[src/hdl/u16m2u8_pkg.sv]
`timescale 1ns / 1ps
`default_nettype none

package u16m2u8_pkg;

   localparam int unsigned RUN_LEN_W = 5;

   localparam logic [15:0] CU_NUL       = 16'h0000;
   localparam logic [15:0] CU_TAB       = 16'h0009;
   localparam logic [15:0] CU_NEWLINE   = 16'h000A;
   localparam logic [15:0] CU_SPACE     = 16'h0020;
   localparam logic [15:0] CU_QUOTE     = 16'h0022;
   localparam logic [15:0] CU_BACKSLASH = 16'h005C;
   localparam logic [15:0] CU_ASCII_END = 16'h0080;
   localparam logic [15:0] CU_TAG_OPEN  = 16'h007B;
   localparam logic [15:0] CU_TAG_CLOSE = 16'h007D;
   localparam logic [15:0] CU_NBSP      = 16'h00A0;
   localparam logic [15:0] CU_LAQUO     = 16'h00AB;
   localparam logic [15:0] CU_SHY       = 16'h00AD;
   localparam logic [15:0] CU_RAQUO     = 16'h00BB;
   localparam logic [15:0] CU_DASH_LO   = 16'h2010;
   localparam logic [15:0] CU_DASH_HI   = 16'h2015;
   localparam logic [15:0] CU_SQUOTE_LO = 16'h2018;
   localparam logic [15:0] CU_SQUOTE_HI = 16'h201B;
   localparam logic [15:0] CU_DQUOTE_LO = 16'h201C;
   localparam logic [15:0] CU_DQUOTE_HI = 16'h201F;
   localparam logic [15:0] CU_BULLET_LO = 16'h2020;
   localparam logic [15:0] CU_BULLET_HI = 16'h2027;
   localparam logic [15:0] CU_PRIME_LO  = 16'h2030;
   localparam logic [15:0] CU_PRIME_HI  = 16'h2033;

   localparam logic [7:0] BYTE_SPACE     = 8'h20;
   localparam logic [7:0] BYTE_DQUOTE    = 8'h22;
   localparam logic [7:0] BYTE_SQUOTE    = 8'h27;
   localparam logic [7:0] BYTE_STAR      = 8'h2A;
   localparam logic [7:0] BYTE_DASH      = 8'h2D;
   localparam logic [7:0] BYTE_X         = 8'h78;
   localparam logic [7:0] BYTE_BACKSLASH = 8'h5C;

   localparam logic [RUN_LEN_W-1:0] QUOTE_REF_LEN = 5'd19;
   localparam logic [RUN_LEN_W-1:0] NEWLINE_LEN   = 5'd6;
   localparam logic [RUN_LEN_W-1:0] TAB_LEN       = 5'd5;

   typedef enum logic [1:0] {
      RUN_CHARS,
      RUN_QUOTE_REF,
      RUN_NEWLINE,
      RUN_TAB
   } run_kind_type;

   typedef struct packed {
      logic [15:0] code_unit;
      logic        body_end;
   } req_word_type;

   typedef struct packed {
      logic [7:0] out_byte;
      logic       run_last;
   } rsp_word_type;

   // The escaped quote expands to [i][ref]"[/ref][/i].
   function automatic logic [7:0] quote_ref_byte(input logic [RUN_LEN_W-1:0] idx);
      logic [7:0] b;
      case (idx)
         5'd0:    b = "[";
         5'd1:    b = "i";
         5'd2:    b = "]";
         5'd3:    b = "[";
         5'd4:    b = "r";
         5'd5:    b = "e";
         5'd6:    b = "f";
         5'd7:    b = "]";
         5'd8:    b = BYTE_DQUOTE;
         5'd9:    b = "[";
         5'd10:   b = "/";
         5'd11:   b = "r";
         5'd12:   b = "e";
         5'd13:   b = "f";
         5'd14:   b = "]";
         5'd15:   b = "[";
         5'd16:   b = "/";
         5'd17:   b = "i";
         5'd18:   b = "]";
         default: b = "]";
      endcase
      return b;
   endfunction

   // A newline expands to newline, tab, [m1].
   function automatic logic [7:0] newline_byte(input logic [RUN_LEN_W-1:0] idx);
      logic [7:0] b;
      case (idx)
         5'd0:    b = 8'h0A;
         5'd1:    b = 8'h09;
         5'd2:    b = "[";
         5'd3:    b = "m";
         5'd4:    b = "1";
         default: b = "]";
      endcase
      return b;
   endfunction

   // A tab expands to tab, [m2].
   function automatic logic [7:0] tab_byte(input logic [RUN_LEN_W-1:0] idx);
      logic [7:0] b;
      case (idx)
         5'd0:    b = 8'h09;
         5'd1:    b = "[";
         5'd2:    b = "m";
         5'd3:    b = "2";
         default: b = "]";
      endcase
      return b;
   endfunction

endpackage

`default_nettype wire

[src/hdl/utf16_markup_to_utf8_filter.sv]
`timescale 1ns / 1ps
`default_nettype none

// Channel   Ports                              Word
// input     req_valid, req_stall, req_word     code_unit[15:0], body_end
// result    rsp_valid, rsp_stall, rsp_word     out_byte[7:0], run_last
//
// A code unit is decoded in the cycle it is accepted into a run register that
// holds its zero to nineteen output bytes; one byte per cycle moves from there
// into the output register while the result side does not stall. Units giving
// one byte or none stream back to back; a unit giving more bytes stalls the
// input until its last byte has moved into the output register.
// The next unit is taken in the same cycle as the last byte of the current run.
// Reset clears the filter state and both valid flags. A stall on the result side
// backs up into req_stall once the run register is occupied.

module utf16_markup_to_utf8_filter
   import u16m2u8_pkg::*;
(
   input  wire               clock,
   input  wire               reset,
   input  wire               req_valid,
   output logic              req_stall,
   input  wire req_word_type req_word,
   output logic              rsp_valid,
   input  wire               rsp_stall,
   output rsp_word_type      rsp_word
);

   logic                 in_tag_ff, in_tag_in;
   logic                 escape_ff, escape_in;
   logic                 halted_ff, halted_in;

   logic                 run_valid_ff;
   run_kind_type         run_kind_ff, run_kind_in;
   logic [2:0][7:0]      run_bytes_ff, run_bytes_in;
   logic [RUN_LEN_W-1:0] run_len_ff, run_len_in;
   logic [RUN_LEN_W-1:0] run_idx_ff;

   logic                 rsp_valid_ff;
   rsp_word_type         rsp_word_ff;

   logic                 out_load;
   logic                 run_done;
   logic                 req_accept;
   logic [7:0]           cur_byte;

   logic [15:0]          cu;
   logic [2:0][7:0]      enc_bytes;
   logic [RUN_LEN_W-1:0] enc_len;

   assign out_load   = run_valid_ff && (!rsp_valid_ff || !rsp_stall);
   assign run_done   = out_load && (run_idx_ff == run_len_ff - 5'd1);
   assign req_stall  = run_valid_ff && !run_done;
   assign req_accept = req_valid && !req_stall;

   assign rsp_valid = rsp_valid_ff;
   assign rsp_word  = rsp_word_ff;

   always_comb begin
      case (run_kind_ff)
         RUN_QUOTE_REF: cur_byte = quote_ref_byte(run_idx_ff);
         RUN_NEWLINE:   cur_byte = newline_byte(run_idx_ff);
         RUN_TAB:       cur_byte = tab_byte(run_idx_ff);
         default:       cur_byte = run_bytes_ff[run_idx_ff[1:0]];
      endcase
   end

   // Plain UTF-8 of the unit; surrogates come out as three bytes each.
   assign cu = req_word.code_unit;

   always_comb begin
      enc_bytes = '0;
      if (cu < 16'h0080) begin
         enc_bytes[0] = cu[7:0];
         enc_len      = 5'd1;
      end else if (cu < 16'h0800) begin
         enc_bytes[0] = {3'b110, cu[10:6]};
         enc_bytes[1] = {2'b10, cu[5:0]};
         enc_len      = 5'd2;
      end else begin
         enc_bytes[0] = {4'b1110, cu[15:12]};
         enc_bytes[1] = {2'b10, cu[11:6]};
         enc_bytes[2] = {2'b10, cu[5:0]};
         enc_len      = 5'd3;
      end
   end

   always_comb begin
      in_tag_in    = in_tag_ff;
      escape_in    = escape_ff;
      halted_in    = halted_ff;
      run_kind_in  = RUN_CHARS;
      run_bytes_in = '0;
      run_len_in   = '0;
      if (halted_ff) begin
         run_len_in = '0;
      end else if (escape_ff) begin
         escape_in = 1'b0;
         if (cu == CU_QUOTE) begin
            run_kind_in = RUN_QUOTE_REF;
            run_len_in  = QUOTE_REF_LEN;
         end else begin
            run_bytes_in = enc_bytes;
            run_len_in   = enc_len;
         end
      end else if (cu == CU_NUL) begin
         halted_in = 1'b1;
      end else if (cu == CU_NEWLINE) begin
         run_kind_in = RUN_NEWLINE;
         run_len_in  = NEWLINE_LEN;
      end else if (cu == CU_TAB) begin
         run_kind_in = RUN_TAB;
         run_len_in  = TAB_LEN;
      end else if (cu < CU_SPACE) begin
         run_bytes_in[0] = BYTE_SPACE;
         run_len_in      = 5'd1;
      end else if (cu == CU_BACKSLASH && !req_word.body_end) begin
         escape_in = 1'b1;
      end else if (cu < CU_ASCII_END) begin
         if (cu == CU_TAG_OPEN) begin
            in_tag_in = 1'b1;
         end else if (in_tag_ff) begin
            if (cu == CU_TAG_CLOSE) begin
               in_tag_in = 1'b0;
            end
         end else begin
            run_bytes_in[0] = cu[7:0];
            run_len_in      = 5'd1;
         end
      end else if (cu inside {[CU_DASH_LO:CU_DASH_HI], CU_SHY}) begin
         run_bytes_in[0] = BYTE_DASH;
         run_len_in      = 5'd1;
      end else if (cu inside {[CU_SQUOTE_LO:CU_SQUOTE_HI]}) begin
         run_bytes_in[0] = BYTE_SQUOTE;
         run_len_in      = 5'd1;
      end else if (cu inside {[CU_DQUOTE_LO:CU_DQUOTE_HI], CU_LAQUO, CU_RAQUO}) begin
         run_bytes_in[0] = BYTE_DQUOTE;
         run_len_in      = 5'd1;
      end else if (cu inside {[CU_BULLET_LO:CU_BULLET_HI]}) begin
         run_bytes_in[0] = BYTE_STAR;
         run_len_in      = 5'd1;
      end else if (cu inside {[CU_PRIME_LO:CU_PRIME_HI]}) begin
         run_bytes_in[0] = BYTE_X;
         run_len_in      = 5'd1;
      end else if (cu == CU_NBSP) begin
         run_bytes_in[0] = BYTE_SPACE;
         run_len_in      = 5'd1;
      end else begin
         run_bytes_in = enc_bytes;
         run_len_in   = enc_len;
      end
      if (req_word.body_end) begin
         in_tag_in = 1'b0;
         escape_in = 1'b0;
         halted_in = 1'b0;
      end
   end

   always_ff @(posedge clock) begin
      if (reset) begin
         in_tag_ff    <= 1'b0;
         escape_ff    <= 1'b0;
         halted_ff    <= 1'b0;
         run_valid_ff <= 1'b0;
         rsp_valid_ff <= 1'b0;
      end else begin
         if (!rsp_valid_ff || !rsp_stall) begin
            rsp_valid_ff <= run_valid_ff;
         end
         if (out_load) begin
            rsp_word_ff.out_byte <= cur_byte;
            rsp_word_ff.run_last <= run_done;
         end
         if (req_accept) begin
            in_tag_ff    <= in_tag_in;
            escape_ff    <= escape_in;
            halted_ff    <= halted_in;
            run_valid_ff <= (run_len_in != '0);
            run_kind_ff  <= run_kind_in;
            run_bytes_ff <= run_bytes_in;
            run_len_ff   <= run_len_in;
            run_idx_ff   <= '0;
         end else begin
            if (run_done) begin
               run_valid_ff <= 1'b0;
            end
            if (out_load) begin
               run_idx_ff <= run_idx_ff + 5'd1;
            end
         end
      end
   end

endmodule

`default_nettype wire

[config.mk]
export PLATFORM = sky130hd
export DESIGN_NAME = utf16_markup_to_utf8_filter
export DESIGN_NICKNAME = d
export VERILOG_FILES = /design/src/hdl/u16m2u8_pkg.sv /design/src/hdl/utf16_markup_to_utf8_filter.sv
export SDC_FILE = /design/constraint.sdc
export NUM_CORES = 1
export LEC_CHECK = 0
export BUFFER_PORTS_ARGS = -buffer_cell sky130_fd_sc_hd__buf_2
export CORE_MARGIN = 2
export CORE_UTILIZATION = 50
export CTS_BUF_LIST = sky130_fd_sc_hd__clkbuf_8 sky130_fd_sc_hd__clkbuf_16
export CTS_CLUSTER_DIAMETER = 80
export DETAILED_ROUTE_END_ITERATION = 8
export PLACE_DENSITY = 0.78
export SYNTH_ARGS = -nofsm -noshare
export SYNTH_HDL_FRONTEND = slang
export SYNTH_SLANG_ARGS = --single-unit
[constraint.sdc]
create_clock -name clock -period 4.7 [get_ports clock]
set_input_delay 0.235 -clock clock [delete_from_list [all_inputs] [get_ports clock]]
set_output_delay 0.235 -clock clock [all_outputs]
set_load 0.01 [all_outputs]
# After elaboration in Yosys (flattened, before gate mapping)
# Memories as Yosys holds them, arrays and structs flattened. A register that Yosys moved wholly into a read port is not among the register bits.
# Index checks and enable logic that the tools add are counted.
# word_totals
latchBits,0
input_bits,21
word_cells,171
regBits,50
mem_bits_ro,224
ramBits,0
n_memories,1
# classes
n_mux,86
n_bitwise,1
mul,0
n_eq_ne,25
n_addsub,2
div_mod_pow,0
n_reduce_logical,29
order_cmp,14
shift,0
# memory_table
name,depth,word_bits,read_ports,rd_clocked_by_memory_dff,wr,line_no,rtl
(no name shown),32,7,1,1,0,u16m2u8_pkg.sv:64,case (idx)
# op_table
operator,count
$mux 16,9
$mux 24,6
$mux 8,13
$mux 5,18
$ge 16x14->1 const B,5
$le 16x14->1 const B,5
$eq 16x8->1 const B,4
$eq 16x7->1 const B,3
$pmux 7 s5,1
$eq 16x4->1 const B,2
$mux 1,30
$pmux 7 s4,1
$pmux 8 s3,1
$bmux 8 s2,1
$eq 16x6->1 const B,1
$logic_not 16->1,1
$lt 16x12->1 const B,1
$lt 16x6->1 const B,1
$lt 16x8->1 const B,1
$mux 14,1
$ne 2x2->1 const B,7
$eq 5x2->1 const B,2
$logic_and 1x1->1,10
$mux 2,5
17 further kinds,28

# Logic depth before layout (Yosys ltp)
# depth
ltp_word,19
mapped_depth,15
depth_no_buf,15

# Worst setup path before layout
# OpenSTA, ideal clock, no wires.
# synth_timing
path_type,reg2reg
startpoint,register run_len_ff[0]
endpoint,register with a tool-made name
synth_period_minus_slack_ns,3.398
stages_incl_launch_ff,13
path_slack_ns,1.302
path_buffers,0
t_required_ns,4.619
t_arrival_ns,3.317
setup_time_ns,0.081
cell_sequence,edfxtp_1 -> inv_1 -> ha_1 -> ha_1 -> xor2_1 -> nand3_1 -> nor3_1 -> nand2b_1 -> inv_1 -> nor2_1 -> o21a_1 -> o21ai_1 -> a22oi_1
# synth_rtl
element,line_no,rtl
from (decl),utf16_markup_to_utf8_filter.sv:37,"logic [RUN_LEN_W-1:0] run_len_ff, run_len_in;"
from (signal assigned),utf16_markup_to_utf8_filter.sv:182,run_len_ff <= run_len_in;

==> out/results.txt <==
CTS buffer count: 5
Core ar.: 0.00761 mm²
EDFF count, synth: 42
sequence of cells on the critical path: inv_1 -> ha_1 -> ha_1 -> xor2_1 -> nand3_1 -> o31ai_2 -> nor2_1 -> a21oi_1 -> ha_1 -> inv_1 -> nand3_1 -> a21boi_0 -> or4_1 -> o21ai_1 -> a22oi_1
top_reg_cell synth: edfxtp_1
Setup crit end kind: flop
cell count after placement: 550
IO Pins: 32
hold depth: 2
M2 GR Usage: 36.9%
Setup Viol. Count Final: 0
hold_ws: 172 ps
CTS H-tree lvls: 2
switching pwr: 321 µW
Fin. Hold Viols: 0
FMAX: 266 MHz
Power Density: 270 mW/mm²
Max-Cap Viols: 0
cell mode on critical path: ha_1
Netlist cell types: 72
fin crit period: 3760 ps
Total GRT Usage: 22.5%
share of the synthesized area in the top cell type: 32.7%
Worst path max stage delay: 510 ps
number of global-route vias before repair: 3306
Chip Height: 91.8 µm
peak supply drop: 0.118 mV
n_diodes: 0
Worst R2R Path Depth: 15
DRT Pass-1 Iters: 5
post-synthesis cell count: 444
Synth Warn #: 0
met3 Usage GRT: 2.79%
setup bufs post-CTS: 0
ys async rst share: 0%
Leak: 1.55 nW
FILL cells: 696
critical path's slowest cell: o31ai_2
final period utilization: 80.0%
area of the multi-input gates: 0.00216 mm²
first-pass GRT wire length: 15500 µm
Hold WC Path Type: in -> reg
worst skew pair latency: 310 ps
flops & latches, synth: 54
GPL Wtd Cong: 0.991
antenna-violating nets left: 0
grt met1 use: 30.3%
Post-Layout Cell Count: 558
Flop pwr share: 51.0%
Mapped Avg Cell Area: 8.68 µm²
post-cts sizing count: 0
FF/Latch Area: 0.00150 mm²
die area: 0.00843 mm²
DR iter-0 viols: 248
Nets: 485
share of post-route cells with drive strength above 1: 12.5%
dominant cells by area after synthesis: edfxtp_1 33%, dfxtp_1 6.2%, a21oi_1 4.5%, nor2_1 4.0%, nand2_1 3.4%
PnR Total Power: 1.12 mW
CTS clk-pin slew, worst paths: 100 ps
Post-route DRC: 0
die width: 91.8 µm
Starting Density: 50.7%
Logic pwr share: 20.1%
Slew Viols, Final: 0
Synth Net Count: 474
initial antenna violation count: 0
WP data arrival: 3920 ps
CP Max Fanout: 8
DP HPWL: 6610 µm
clock share of power: 28.9%
Congestion Overflow GR: 0
Clock Root Buffer: clkbuf_8
GRT busiest layer: met2
clock buffer depth: 2
clock sinks: 54
WL per Instance: 16.3 µm
end-of-flow core utilization: 54.6%
r2r setup slk: 940 ps
critical path class: reg -> reg
internal power: 799 µW
Synth Cell Area: 0.00385 mm²
Area Overhead vs Synth: 7.86%
RSZ-0062 raised after global routing: no
largest net degree at the start of global routing: 30
CP Data Required Time: 4860 ps
Switching Fraction: 28.7%
startpoint types: flop
final wirelength: 9110 µm
# rows: 32
Vias per Instance: 6.33
status: finished clean
Setup TNS: 0 ps
PortBufs: 31
Slew @ Worst Pin: 1170 ps
Vias: 3533
TritonCTS clock tree: yes
register area share after synthesis: 39.0%
CTS Hold Bufs: 0
top cell type by total area after synthesis: edfxtp_1
Slew headroom: 21.4%
setup skew after layout: 7.01 ps
-- worst paths after layout --
kind	from	end
worst max-delay path	run_len_ff[0]	flop
worst min-delay path	req_word[0]	halted_ff
worst max register to register	run_len_ff[0]	flop
worst min register to register	in_tag_ff	in_tag_ff
-- synth_stat cells (all sizes together) (6+ instances only) --
master  number
and2         8
nand2b       8
a21oi       35
nor3        19
a21o         7
ha           9
clkbuf      25
o31ai        6
mux2i        7
xor2         8
inv         22
or3          6
o21ai       22
nand2       35
nor2        41
dfxtp       12
nor4        10
nand3       17
edfxtp      42
a31oi        7
-- cell families (layout without fill, tap and decap cells) --
| group | Yosys count | in the layout | share of synthesized area [%] |
|---|---|---|---|
| fa+ha+maj | 9 | 9 | 2.92 |
| mux | 11 | 11 | 3.28 |
| compound gates | 131 | 131 | 23.0 |
| simple gates | 178 | 178 | 24.1 |
| buf+inv | 51 | 63 | 5.13 |
| flops | 54 | 54 | 39.0 |
| xor+xnor | 10 | 10 | 2.63 |
-- power by group through the flow --
stage | Clock, mW | Sequential [mW] | Combinational (mW)
finish | 0.324 | 0.571 | 0.225
global placement | 0 | 0.581 | 0.215
CTS | 0.330 | 0.571 | 0.223
floorplan | 0 | 0.571 | 0.170
global route | 0.349 | 0.575 | 0.250
detailed placement | 0 | 0.582 | 0.221
-- area by class of cell --
cell class | instances | share of cell area, %
repair buffers | 33 | 4.09
multi-input cells | 339 | 51.9
well taps | 102 | 3.07
flip-flops and latches | 54 | 36.1
clock inverters | 3 | 1.17
inverters | 22 | 1.99
clock buffers | 5 | 1.66
-- cells in the final DEF (no fill, tap or decap), drive strengths merged, types with 4 or more instances in the layout --
master / n
nor4: 10
nand2: 35
o31ai: 6
o22ai: 5
a21o: 7
xor2: 8
nor4b: 4
nand3b: 4
buf: 33
o21a: 4
or4: 5
o21ai: 22
nand2b: 8
edfxtp: 42
a211oi: 5
nor3: 19
nor2: 41
a2111oi: 5
inv: 23
mux2i: 7
dfxtp: 12
a31oi: 7
and2: 8
ha: 9
clkbuf: 5
a21oi: 35
or3: 6
nand3: 17
or2: 4
and3: 5
-- per-stage QoR --
stage	setup slack, ps	instance area, µm²
after floorplan	1300	3850
after global placement	1190	4040
after detailed placement	1030	4040
after CTS	1000	4160
after global routing	612	4160
final	939	4160
-- routing by layer --
layer	share of wire, %	routed length (µm)
met4	2.7	249
met2	47	4310
met1	42	3830
met3	7.9	722
met5	0	0
-- worst max-delay path, delay by kind of cell (launching register included) --
| family | cells | cell delay, ps |
|---|---|---|
| DFF | 1 | 410 |
| AOI/OAI and AO/OA | 5 | 1290 |
| and+or+nand+nor | 4 | 810 |
| buffers and inverters | 2 | 150 |
| xor gates and xnor gates | 1 | 160 |
| adders and majority gates | 3 | 800 |
Power figures use the tool's default switching activity.
